--- config.mk ---
export PLATFORM = sky130hd
export DESIGN_NAME = radix_integer_parser_unit
export DESIGN_NICKNAME = d
export VERILOG_FILES = /design/src/sv/rip_pkg.sv /design/src/sv/radix_integer_parser_unit.sv /design/src/sv/rip_apb_regs.sv /design/src/sv/rip_step.sv
export SDC_FILE = /design/constraint.sdc
export NUM_CORES = 2
export LEC_CHECK = 0
export ABC_CLOCK_PERIOD_IN_PS = 27500
export BUFFER_PORTS_ARGS = -buffer_cell sky130_fd_sc_hd__buf_4
export CAP_MARGIN = 20
export CORE_ASPECT_RATIO = 1.4
export CORE_MARGIN = 3
export CORE_UTILIZATION = 40
export DETAILED_ROUTE_END_ITERATION = 12
export MAX_ROUTING_LAYER = met4
export PLACE_DENSITY_LB_ADDON = 0.1
export SYNTH_ARGS = -nofsm -noshare
export SYNTH_HDL_FRONTEND = slang
export SYNTH_SLANG_ARGS = --single-unit
--- constraint.sdc ---
create_clock -name clk -period 27.5 [get_ports clk]
set_input_delay 6.875 -clock clk [delete_from_list [all_inputs] [get_ports clk]]
set_output_delay 6.875 -clock clk [all_outputs]
set_load 0.01 [all_outputs]
--- src/sv/rip_pkg.sv ---
// Package for the radix integer parser: shared types, phase codes, register
// indexes, character helpers and result limits.
// No dependencies.
package rip_pkg;

    localparam int unsigned CH_W       = 8;
    localparam int unsigned VALUE_W    = 64;
    localparam int unsigned END_W      = 12;
    localparam int unsigned BASE_W     = 6;
    localparam int unsigned KIND_W     = 2;
    localparam int unsigned S_TDATA_W  = 8;
    localparam int unsigned M_TDATA_W  = 80;   // 78 bits of fields padded to whole bytes

    // Parse phases
    localparam logic [2:0] PH_IDLE   = 3'd0;
    localparam logic [2:0] PH_SPACE  = 3'd1;
    localparam logic [2:0] PH_SIGNED = 3'd2;
    localparam logic [2:0] PH_ZERO   = 3'd3;
    localparam logic [2:0] PH_ZEROX  = 3'd4;
    localparam logic [2:0] PH_DIGITS = 3'd5;
    localparam logic [2:0] PH_DRAIN  = 3'd6;

    // Register indexes on the configuration port
    localparam logic REG_RADIX = 1'b0;
    localparam logic REG_KIND  = 1'b1;

    // Result kinds
    localparam logic [KIND_W-1:0] KIND_S32 = 2'd0;
    localparam logic [KIND_W-1:0] KIND_S64 = 2'd1;

    localparam logic [BASE_W-1:0] BASE_AUTO = 6'd0;
    localparam logic [BASE_W-1:0] BASE_ONE  = 6'd1;
    localparam logic [BASE_W-1:0] BASE_OCT  = 6'd8;
    localparam logic [BASE_W-1:0] BASE_DEC  = 6'd10;
    localparam logic [BASE_W-1:0] BASE_HEX  = 6'd16;
    localparam logic [BASE_W-1:0] BASE_MAX  = 6'd36;
    localparam logic [BASE_W-1:0] NO_DIGIT  = 6'd63;

    localparam logic [CH_W-1:0] CH_NUL   = 8'h00;
    localparam logic [CH_W-1:0] CH_PLUS  = 8'h2B;
    localparam logic [CH_W-1:0] CH_MINUS = 8'h2D;
    localparam logic [CH_W-1:0] CH_ZERO  = 8'h30;
    localparam logic [CH_W-1:0] CH_LX    = 8'h78;
    localparam logic [CH_W-1:0] CH_UX    = 8'h58;

    localparam logic [VALUE_W-1:0] LIM_S32_POS = 64'h0000_0000_7FFF_FFFF;
    localparam logic [VALUE_W-1:0] LIM_S32_NEG = 64'h0000_0000_8000_0000;
    localparam logic [VALUE_W-1:0] LIM_S64_POS = 64'h7FFF_FFFF_FFFF_FFFF;
    localparam logic [VALUE_W-1:0] LIM_S64_NEG = 64'h8000_0000_0000_0000;
    localparam logic [VALUE_W-1:0] LIM_U64     = 64'hFFFF_FFFF_FFFF_FFFF;

    typedef struct packed {
        logic [BASE_W-1:0] radix;
        logic [KIND_W-1:0] kind;
    } cfg_t;

    typedef struct packed {
        logic [2:0]         phase;
        logic [VALUE_W-1:0] acc;
        logic               negative;
        logic [BASE_W-1:0]  wbase;
        logic               saturated;
        logic [KIND_W-1:0]  kind;
    } state_t;

    typedef struct packed {
        logic               bad_base;
        logic               overflowed;
        logic [END_W-1:0]   end_offset;
        logic [VALUE_W-1:0] value;
    } res_t;

    function automatic logic [BASE_W-1:0] digit_of(input logic [CH_W-1:0] c);
        logic [BASE_W-1:0] d;
        d = NO_DIGIT;
        if (c >= 8'h30 && c <= 8'h39)
            d = BASE_W'(c - 8'h30);
        else if (c >= 8'h41 && c <= 8'h5A)
            d = BASE_W'(c - 8'h37);
        else if (c >= 8'h61 && c <= 8'h7A)
            d = BASE_W'(c - 8'h57);
        return d;
    endfunction

    function automatic logic is_space(input logic [CH_W-1:0] c);
        return (c == 8'h20) || (c == 8'h09) || (c == 8'h0A) || (c == 8'h0D) ||
               (c == 8'h0B) || (c == 8'h0C);
    endfunction

    function automatic logic kind_signed(input logic [KIND_W-1:0] k);
        return (k == KIND_S32) || (k == KIND_S64);
    endfunction

    function automatic logic [VALUE_W-1:0] kind_limit(input logic [KIND_W-1:0] k,
                                                      input logic neg);
        logic [VALUE_W-1:0] l;
        case (k)
            KIND_S32: l = neg ? LIM_S32_NEG : LIM_S32_POS;
            KIND_S64: l = neg ? LIM_S64_NEG : LIM_S64_POS;
            default:  l = LIM_U64;
        endcase
        return l;
    endfunction

endpackage

--- src/sv/radix_integer_parser_unit.sv ---
// Top level of the radix integer parser: stream ports, input and result
// registers, parse state. Depends on rip_pkg, rip_apb_regs and rip_step.
//
// Streaming string-to-integer converter in the strtol manner. Send one
// character per transfer on the slave side; a string ends with a zero
// character. Leading white space is skipped, an optional sign is taken (only
// '+' in the unsigned kind), a 0x/0X prefix is honoured only when a hex digit
// follows it, and base 0 picks octal after a leading zero, else decimal.
// Digits of base 2 to 36 accumulate with saturation at the signed 32-bit,
// signed 64-bit or unsigned 64-bit limit. Exactly one result transfer leaves
// per string, on the character that ends the number: the value (sign-extended
// two's complement in signed kinds), the offset of that character (0 when no
// digits were seen), an overflow flag and an illegal-base flag. An illegal
// base gives its result on the first character. Radix and result kind are
// latched on each string's first character; write them between strings.
// Throughput is one character per clock cycle while results are not stalled:
// a character held in the input register is resolved by the step logic,
// whose longest path is a 64-by-6-bit multiply-add and limit compare, and
// the outcome lands in the result register, from which it is presented.
// A waiting result does not stop the next character entering the input
// register; only a full input register and a stalled result hold tready low.
module radix_integer_parser_unit
    import rip_pkg::*;
#(
    parameter int unsigned OFFSET_LIMIT = 4095
)
(
    input  logic                 clk,
    input  logic                 rst_n,
    // configuration port
    input  logic                 psel,
    input  logic                 penable,
    input  logic                 pwrite,
    input  logic [2:0]           paddr,
    input  logic [31:0]          pwdata,
    output logic [31:0]          prdata,
    output logic                 pready,
    // character stream in
    input  logic                 s_tvalid,
    output logic                 s_tready,
    input  logic [S_TDATA_W-1:0] s_tdata,   // [7:0] ch
    // result stream out
    output logic                 m_tvalid,
    input  logic                 m_tready,
    output logic [M_TDATA_W-1:0] m_tdata    // [63:0] value, [75:64] end_offset,
                                            // [76] overflowed, [77] bad_base, rest 0
);

    localparam int unsigned POS_W = $clog2(OFFSET_LIMIT + 1);

    cfg_t               cfg;
    logic               in_valid_reg;
    logic [CH_W-1:0]    in_ch_reg;
    logic               out_valid_reg;
    logic               out_valid_next;
    res_t               out_res_reg;
    state_t             state_reg;
    state_t             state_next;
    logic [POS_W-1:0]   pos_reg;
    logic [POS_W-1:0]   pos_next;
    logic [POS_W-1:0]   zoff_reg;
    logic [POS_W-1:0]   zoff_next;
    logic               emit;
    res_t               res;
    logic               advance;
    logic               take_in;

    rip_apb_regs u_regs (
        .clk     (clk),
        .rst_n   (rst_n),
        .psel    (psel),
        .penable (penable),
        .pwrite  (pwrite),
        .paddr   (paddr),
        .pwdata  (pwdata),
        .prdata  (prdata),
        .pready  (pready),
        .cfg     (cfg)
    );

    rip_step #(
        .OFFSET_LIMIT (OFFSET_LIMIT)
    ) u_step (
        .ch        (in_ch_reg),
        .cfg       (cfg),
        .st        (state_reg),
        .pos       (pos_reg),
        .zoff      (zoff_reg),
        .st_next   (state_next),
        .pos_next  (pos_next),
        .zoff_next (zoff_next),
        .emit      (emit),
        .res       (res)
    );

    // Advance the held character once the result slot is free or draining
    assign advance  = in_valid_reg && (!out_valid_reg || m_tready);
    assign s_tready = !in_valid_reg || advance;
    assign take_in  = s_tvalid && s_tready;

    always_comb
    begin
        if (advance)
            out_valid_next = emit;
        else if (m_tready)
            out_valid_next = 1'b0;
        else
            out_valid_next = out_valid_reg;
    end

    always_ff @(posedge clk or negedge rst_n)
    begin
        if (!rst_n)
        begin
            in_valid_reg  <= 1'b0;
            out_valid_reg <= 1'b0;
            state_reg     <= '0;
            pos_reg       <= '0;
            zoff_reg      <= '0;
        end
        else
        begin
            out_valid_reg <= out_valid_next;
            if (s_tready)
                in_valid_reg <= s_tvalid;
            if (advance)
            begin
                state_reg <= state_next;
                pos_reg   <= pos_next;
                zoff_reg  <= zoff_next;
            end
        end
    end

    // Payload registers: hold the character and the result without reset
    always_ff @(posedge clk)
    begin
        if (take_in)
            in_ch_reg <= s_tdata[CH_W-1:0];
        if (advance && emit)
            out_res_reg <= res;
    end

    assign m_tvalid = out_valid_reg;
    assign m_tdata  = M_TDATA_W'(out_res_reg);

endmodule

--- src/sv/rip_apb_regs.sv ---
// Configuration registers of the radix integer parser behind an APB-style port.
// Depends on rip_pkg.
module rip_apb_regs
    import rip_pkg::*;
(
    input  logic        clk,
    input  logic        rst_n,
    input  logic        psel,
    input  logic        penable,
    input  logic        pwrite,
    input  logic [2:0]  paddr,
    input  logic [31:0] pwdata,
    output logic [31:0] prdata,
    output logic        pready,
    output cfg_t        cfg
);

    cfg_t cfg_reg;
    logic wr_en;

    assign pready = 1'b1;
    assign wr_en  = psel && penable && pwrite && pready;

    always_ff @(posedge clk or negedge rst_n)
    begin
        if (!rst_n)
        begin
            cfg_reg <= '0;
        end
        else if (wr_en)
        begin
            unique case (paddr[2])
                REG_RADIX: cfg_reg.radix <= pwdata[BASE_W-1:0];
                REG_KIND:  cfg_reg.kind  <= pwdata[KIND_W-1:0];
                default:   cfg_reg       <= cfg_reg;
            endcase
        end
    end

    always_comb
    begin
        unique case (paddr[2])
            REG_RADIX: prdata = 32'(cfg_reg.radix);
            REG_KIND:  prdata = 32'(cfg_reg.kind);
            default:   prdata = '0;
        endcase
    end

    assign cfg = cfg_reg;

endmodule

--- src/sv/rip_step.sv ---
// Next-state and result logic of the radix integer parser for one character.
// Depends on rip_pkg.
module rip_step
    import rip_pkg::*;
#(
    parameter int unsigned OFFSET_LIMIT = 4095
)
(
    input  logic [CH_W-1:0]                      ch,
    input  cfg_t                                 cfg,
    input  state_t                               st,
    input  logic [$clog2(OFFSET_LIMIT+1)-1:0]    pos,
    input  logic [$clog2(OFFSET_LIMIT+1)-1:0]    zoff,
    output state_t                               st_next,
    output logic [$clog2(OFFSET_LIMIT+1)-1:0]    pos_next,
    output logic [$clog2(OFFSET_LIMIT+1)-1:0]    zoff_next,
    output logic                                 emit,
    output res_t                                 res
);

    localparam int unsigned POS_W = $clog2(OFFSET_LIMIT + 1);
    localparam logic [POS_W-1:0] POS_MAX = POS_W'(OFFSET_LIMIT);

    logic [POS_W-1:0]   pos_inc;
    logic [POS_W-1:0]   zoff_inc;
    logic [BASE_W-1:0]  dig;
    logic [69:0]        mul;

    assign pos_inc  = (pos >= POS_MAX) ? POS_MAX : pos + POS_W'(1);
    assign zoff_inc = (zoff >= POS_MAX) ? POS_MAX : zoff + POS_W'(1);
    assign dig      = digit_of(ch);

    always_comb
    begin
        state_t             s;
        logic [2:0]         ph;
        logic               done;
        logic               do_dig;
        logic               any;
        logic               clr;
        logic [VALUE_W-1:0] lim;
        logic [VALUE_W-1:0] mag;
        logic [70:0]        sum;

        s         = st;
        ph        = st.phase;
        pos_next  = pos;
        zoff_next = zoff;
        done      = 1'b0;
        do_dig    = 1'b0;
        any       = 1'b0;
        clr       = 1'b0;
        emit      = 1'b0;
        res       = '0;
        lim       = '0;
        mag       = '0;
        sum       = '0;
        mul       = '0;

        // Latch the registers on the first character of a string
        if (ph == PH_IDLE)
        begin
            s.wbase = cfg.radix;
            s.kind  = cfg.kind;
            if (cfg.radix == BASE_ONE || cfg.radix > BASE_MAX)
            begin
                emit         = 1'b1;
                res.bad_base = 1'b1;
                clr          = (ch == CH_NUL);
                done         = 1'b1;
            end
            else
            begin
                ph = PH_SPACE;
            end
        end

        if (!done && ph == PH_SPACE)
        begin
            if (is_space(ch))
            begin
                pos_next = pos_inc;
                done     = 1'b1;
            end
            else
            begin
                ph = PH_SIGNED;
                if (ch == CH_PLUS || (ch == CH_MINUS && kind_signed(s.kind)))
                begin
                    s.negative = (ch == CH_MINUS);
                    pos_next   = pos_inc;
                    done       = 1'b1;
                end
            end
        end

        if (!done && ph == PH_SIGNED)
        begin
            if (ch == CH_ZERO && (s.wbase == BASE_AUTO || s.wbase == BASE_HEX))
            begin
                zoff_next = pos;
                ph        = PH_ZERO;
                pos_next  = pos_inc;
                done      = 1'b1;
            end
            else
            begin
                if (s.wbase == BASE_AUTO)
                    s.wbase = BASE_DEC;
                do_dig = 1'b1;
                done   = 1'b1;
            end
        end

        if (!done && ph == PH_ZERO)
        begin
            if (ch == CH_LX || ch == CH_UX)
            begin
                ph       = PH_ZEROX;
                pos_next = pos_inc;
            end
            else
            begin
                if (s.wbase == BASE_AUTO)
                    s.wbase = BASE_OCT;
                s.acc  = '0;
                do_dig = 1'b1;
                any    = 1'b1;
            end
            done = 1'b1;
        end

        if (!done && ph == PH_ZEROX)
        begin
            if (dig < BASE_HEX)
            begin
                s.wbase = BASE_HEX;
                do_dig  = 1'b1;
            end
            else
            begin
                // Prefix with no hex digit: just the zero, ending at the x
                emit           = 1'b1;
                res.end_offset = END_W'(zoff_inc);
                clr            = (ch == CH_NUL);
            end
            done = 1'b1;
        end

        if (!done && ph == PH_DIGITS)
        begin
            do_dig = 1'b1;
            any    = 1'b1;
            done   = 1'b1;
        end

        if (!done)
            clr = (ch == CH_NUL);

        // Accumulate one digit, saturating at the kind's limit
        if (do_dig)
        begin
            lim = kind_limit(s.kind, s.negative);
            mul = 70'(s.acc) * 70'(s.wbase);
            sum = 71'(mul) + 71'(dig);
            if (s.wbase >= 6'd2 && s.wbase <= BASE_MAX && dig < s.wbase)
            begin
                if (s.saturated || sum > 71'(lim))
                    s.saturated = 1'b1;
                else
                    s.acc = sum[VALUE_W-1:0];
                ph       = PH_DIGITS;
                pos_next = pos_inc;
            end
            else
            begin
                emit = 1'b1;
                if (any)
                begin
                    mag            = s.saturated ? lim : s.acc;
                    res.value      = s.negative ? (~mag + VALUE_W'(1)) : mag;
                    res.end_offset = END_W'(pos);
                    res.overflowed = s.saturated;
                end
                clr = (ch == CH_NUL);
            end
        end

        if (emit && !clr)
            ph = PH_DRAIN;

        s.phase = ph;

        if (clr)
        begin
            s         = '0;
            s.phase   = PH_IDLE;
            pos_next  = '0;
            zoff_next = '0;
        end

        st_next = s;
    end

endmodule

## Word-level counts from Yosys, hierarchy flattened

Cells that the tools add are included.

- Flip-flop bits (word level): 197
- Input port bits: 50
- Output and inout bits: 115
- Word-level logic and storage cells: 212

- Add/sub/neg operators: 7
- Multipliers: 1
- Magnitude comparators: 14
- Equal/unequal tests: 19
- Muxes and demuxes: 95
- Bitwise gates (word level): 4
- Reduce and logical (&&, ||, !) cells: 55

Operator list:

| kind | number |
|---|---|
| 64-bit two-way mux | 9 |
| 76-bit two-way mux | 3 |
| 12-bit two-way mux | 17 |
| 64-bit case mux with 2 select lines | 1 |
| 77-bit two-way mux | 1 |
| 6-bit two-way mux | 12 |
| 70-bit by 6-bit adder with 71-bit output | 1 |
| 71-bit by 64-bit > comparator with 1-bit output | 1 |
| 64-bit by 6-bit multiplier with 70-bit output | 1 |
| 64-bit by 1-bit adder with 64-bit output, second input constant | 1 |
| 64-bit inverter | 1 |
| 32-bit case mux with 2 select lines | 1 |
| 8-bit by 4-bit equality test with 1-bit output, second input constant | 5 |
| 1-bit two-way mux | 38 |
| 3-bit two-way mux | 11 |
| 8-bit by 6-bit equality test with 1-bit output, second input constant | 4 |
| 32-bit two-way mux | 1 |
| 12-bit by 1-bit adder with 12-bit output, second input constant | 2 |
| 12-bit >= comparator, second input constant | 2 |
| 1-bit logical AND | 18 |
| 8-bit by 7-bit equality test with 1-bit output, second input constant | 2 |
| 8-bit by 7-bit >= comparator with 1-bit output, second input constant | 2 |
| 8-bit by 7-bit <= comparator with 1-bit output, second input constant | 2 |
| 1-bit logical OR | 13 |
| 27 further kinds | 46 |

## Longest topological paths before layout

- Depth after elaboration: 29
- Gate-level depth with buffers: 47
- Mapped depth without buffers: 44

## Modules after synthesis

A second synthesis with hierarchy kept.

- Cells, all modules: 3247
- Area, all modules: 28209.6 um^2

Modules (own cells, without submodules):

| module | instances | cells each | area an instance (um^2) | seq. area each (um^2) |
|---|---|---|---|---|
| rip_step | 1 | 2881 | 20702.4 | 0.0 |
| radix_integer_parser_unit | 1 | 313 | 6919.1 | 5159.9 |
| rip_apb_regs | 1 | 53 | 588.1 | 200.2 |

## Least setup slack after synthesis

Ideal clock, no wire load.

- Path kind: in2out
- Start point: in paddr[2]
- End point: out prdata[0]
- Arrival: 7.476 ns
- Required time: 20.625 ns
- Slack: 13.149 ns
- Stages: 2
- Path buffers: 1
- Cell sequence: clkbuf_1 -> mux2_2

- Word-level cells in the longest chain between the ends: 2

RTL lines:

| item | RTL line | text |
|---|---|---|
| start: declaration | radix_integer_parser_unit.sv:34 | `input logic [2:0] paddr,` |
| 1-bit inverter | rip_apb_regs.sv:42 | `unique case (paddr[2])` |
| 32-bit case mux with 2 select lines * | rip_apb_regs.sv:42 |  |
| end: declaration | radix_integer_parser_unit.sv:36 | `output logic [31:0] prdata,` |

Mark *: on every way between the ends. The rest lies on a longest branch, timed or not. The select of a mux whose other input is x is not followed.

## Worst setup path in the final report

- Start point: reg in_ch_reg[1]
- End point: reg state_reg[36] (netlist bit)

- Word-level cells in the longest chain between the ends: 25
- Elaborated cells on any way between the ends: 106
- Classes of those cells: 4 x add/sub; 1 x mul; 11 x order compare; 15 x eq/ne; 50 x mux; 25 x reduce/logical

RTL lines:

| item | RTL line | text |
|---|---|---|
| start: declaration | radix_integer_parser_unit.sv:53 | `logic [CH_W-1:0] in_ch_reg;` |
| start signal: assignment | radix_integer_parser_unit.sv:139 | `in_ch_reg <= s_tdata[CH_W-1:0];` |
| 8-bit by 6-bit equality test with 1-bit output / 8-bit by 4-bit equality test with 1-bit output (equally long branches) | rip_pkg.sv:86 | `return (c == 8'h20) \|\| (c == 8'h09) \|\| (c == 8'h0A) \|\| (c == 8'h0D) \|\|` |
| 1-bit logical OR (4 in a row) | rip_pkg.sv:86 |  |
| 1-bit logical OR | rip_pkg.sv:87 | `(c == 8'h0B) \|\| (c == 8'h0C);` |
| 3-bit two-way mux / 1-bit two-way mux (equally long branches) | rip_step.sv:80 | `if (is_space(ch))` |
| 3-bit two-way mux / 1-bit two-way mux (equally long branches) | rip_step.sv:78 | `if (!done && ph == PH_SPACE)` |
| 3-bit by 2-bit equality test with 1-bit output / 1-bit zero test (equally long branches) | rip_step.sv:97 | `if (!done && ph == PH_SIGNED)` |
| 1-bit logical AND | rip_step.sv:97 |  |
| 6-bit two-way mux (tied with other cells) | rip_step.sv:97 |  |
| [6 not listed] | - |  |
| 64-bit by 6-bit multiplier with 70-bit output | rip_step.sv:164 | `mul = 70'(s.acc) * 70'(s.wbase);` |
| 70-bit by 6-bit adder with 71-bit output | rip_step.sv:165 | `sum = 71'(mul) + 71'(dig);` |
| 71-bit by 64-bit > comparator with 1-bit output | rip_step.sv:168 | `if (s.saturated \|\| sum > 71'(lim))` |
| 1-bit logical OR | rip_step.sv:168 |  |
| 64-bit two-way mux | rip_step.sv:168 |  |
| 64-bit two-way mux | rip_step.sv:166 | `if (s.wbase >= 6'd2 && s.wbase <= BASE_MAX && dig < s.wbase)` |
| 64-bit two-way mux | rip_step.sv:161 | `if (do_dig)` |
| 77-bit two-way mux * | rip_step.sv:194 | `if (clr)` |
| end signal: assignment | radix_integer_parser_unit.sv:128 | `state_reg <= state_next;` |
| end: declaration | radix_integer_parser_unit.sv:57 | `state_t state_reg;` |

Marked as above.
A chain may end at the register's enable or synchronous reset.

==> flow_summary.ini <==
[floorplanning]
coreArea_mm2 = 0.0660
rows = 111
io_pins = 165
start_util_pct = 40.7
die_y_um = 313
chipWidth_um = 225
die_area_mm2 = 0.0704

[global_route]
use_met3_pct = 2.36
antenna_found_initial = 0
grt_pass1_wl_um = 147000
grt_util_met1_pct = 30.2
grt_overflow = 0
track_usage_pct = 27.7
grt_use_met2_pct = 50.3
first_global_vias = 25000
grt.busiest_layer = met2
grt_max_degree = 91

[worst_setup_path]
critPathMaxFanout = 52
critPathRequiredTime_ps = 27820
slowest_delay_ps = 840
worstPathArrival_ps = 16250
critical-path-top-delay-family = simple AND/OR/NAND/NOR gates
critPathLaunchType = flop
worst_path_most_repeated_cell = inv_1
worstSetupPathType = reg2reg
crit_buf_inv = 9
cp_slowest_cell = inv_1
cp-end-kind = flop

[clocking]
clock_latency_ps = 470
clock-sinks = 197
cts_max_level = 4
tritoncts = done
clockBufferDepth = 2
hold_buffers = 0
cts_root_buffer = clkbuf_16
cts_setup_buffers = 0
cts_made_buffers = 17
clk_pin_slew_ps = 80
ctsResizeCount = 0

[cells_and_area]
drive_gt1_share_pct = 8.79
final_common_cell = nor2_1
largest_register_ffs = 78
nets = 3717
syn2layout_area_growth_pct = 7.22
antennaDiodeCount = 0
final_cell_mix = nor2_1 (416), nand2_1 (413), fa_1 (252), ha_1 (232), a21oi_1 (225)
nFillCells = 6606

[route]
detail_route.first_pass.iterations = 6
drc = 0
wl_um = 94300
dr_total_vias = 24100
drtIter0Drc = 1689
antenna_left = 0
drt-vias-per-instance = 5.96
wl_per_cell_um = 23.3

[timing]
fin_crit_ps = 15930
finalSetupViolations = 0
finalMaxSlewViolations = 0
fmax_ghz = 0.0628
slew_headroom_pct = 25.2
finalClockSkew_ps = 13.7
finalSetupTns_ps = 0
rsz0062_at_grt = no
worst_pin_slew_ps = 1120
finalCritPeriodShare_pct = 57.9
hold_viol = 0

[job]
cap_violations = 0

[logic_synthesis]
synth_seq_cells = 197
synthFlopType = dfrtp_1
syn_inst = 3213
synth_edf_count = 86
syn_area_mm2 = 0.0269
synthDistinctLibCells = 91
ys_seq_area_share_pct = 20.0
syn_area_per_cell_um2 = 8.36
synthArstFlopShare_pct = 56.3
synth_warnings = 0

[run_status]
outcome = completed

[placement]
dp.final_hpwl_um = 74100
gp_congestion = 0.915
io_buffers = 107

[worst_hold_path]
worstHoldPathType = reg2reg
cell usage after synthesis, types with 17 or more instances:
library cell	count	share of area, %
nor2_1	420	5.9
nand2_1	415	5.8
fa_1	252	19
ha_1	232	11
a21oi_1	227	4.2
inv_1	215	3.0
o21ai_0	149	2.8
clkbuf_1	146	2.0
dfrtp_1	111	10
nand4_1	92	2.1
edfxtp_1	86	9.6
nand3_1	80	1.5
nor3_1	54	1.0
xor2_1	50	1.6
o211ai_2	48	2.2
xnor2_1	47	1.5
a21o_1	42	1.2
and2_1	34	0.79
buf_4	30	0.84
buf_1	28	0.39
a211oi_1	25	0.70
a22o_1	25	0.82
o211ai_1	24	0.67
o31ai_1	24	0.67
and3_1	23	0.54
nand2b_1	21	0.49
a31oi_1	20	0.47
nor4_1	20	0.47
o21a_1	19	0.53
nor2b_1	17	0.40
cell type report:
| cell class | count | area, um^2 | area share, % |
|---|---|---|---|
| inverters | 215 | 807 | 2.80 |
| clock inverters | 15 | 204 | 0.708 |
| well taps | 847 | 1060 | 3.68 |
| flip-flops and latches | 197 | 5360 | 18.6 |
| repair buffers | 142 | 1070 | 3.70 |
| multi-input cells | 2610 | 19900 | 69.0 |
| clock buffers | 17 | 425 | 1.48 |
cell families (layout without fill, tap and decap cells):
kind of cell / after synthesis / after routing / synth area share, %
mux: 22 / 22 / 0.880
flops: 197 / 197 / 20.0
simple gates: 1250 / 1250 / 21.3
fa+ha+maj: 484 / 484 / 29.6
buf+inv: 433 / 389 / 6.67
xor+xnor: 97 / 97 / 3.16
compound gates: 728 / 728 / 18.5
other cells: 2 / 29 / 0.0280
metal layers:
layer  up-vias  part of all wire [%]  wire [um]
met4         0                   6.1       5710
met5         -                     0          0
met2       751                    53      50300
li1      11100                     -          -
met1     12000                    37      34900
met3       234                   3.6       3430
metrics by stage:
step | cells | utilization (%) | hold slack (ps) | worst slack, ps | area, um^2
2_1_floorplan | 3240 | - | 448 | 13150 | 27000
3_3_place_gp | 4011 | 42.7 | 484 | 11950 | 28200
3_5_place_dp | 4011 | 42.7 | 496 | 11810 | 28200
4_1_cts | 4043 | 43.7 | 514 | 11760 | 28800
5_1_grt | 4043 | 43.7 | 549 | 10870 | 28800
6_report | 4043 | 43.7 | 510 | 11570 | 28800
worst reg2reg max path, delay by kind of cell (launching register included):
| family | cells | cell delay [ps] |
|---|---|---|
| buffers and inverters | 9 | 3320 |
| DFF | 1 | 480 |
| and+or+nand+nor | 15 | 4980 |
| xor gates and xnor gates | 1 | 280 |
| AOI/OAI and AO/OA | 14 | 3870 |
| adders and majority gates | 7 | 2850 |
final timing paths:
| path | startpoint | to | slack (ps) | cells past startpoint |
|---|---|---|---|---|
| hold reg to reg | state_reg[0]$_DFFE_PN0P_ | state_reg[0]$_DFFE_PN0P_ | 510 | 2 |
| max in group asynchronous | rst_n | state_reg[65]$_DFFE_PN0P_ | 19670 | 2 |
| hold / removal | state_reg[0]$_DFFE_PN0P_ | state_reg[0]$_DFFE_PN0P_ | 510 | 2 |
| setup / recovery | in_ch_reg[1]$_DFFE_PP_ | state_reg[36]$_DFFE_PN0P_ | 11570 | 46 |
| min in group asynchronous | rst_n | state_reg[8]$_DFFE_PN0P_ | 6430 | 1 |
| setup reg to reg | in_ch_reg[1]$_DFFE_PP_ | state_reg[36]$_DFFE_PN0P_ | 11570 | 46 |
Power is left out: the tool's default activity adds up to more than one toggle a clock period on the data nets, which glitch-free logic cannot reach.
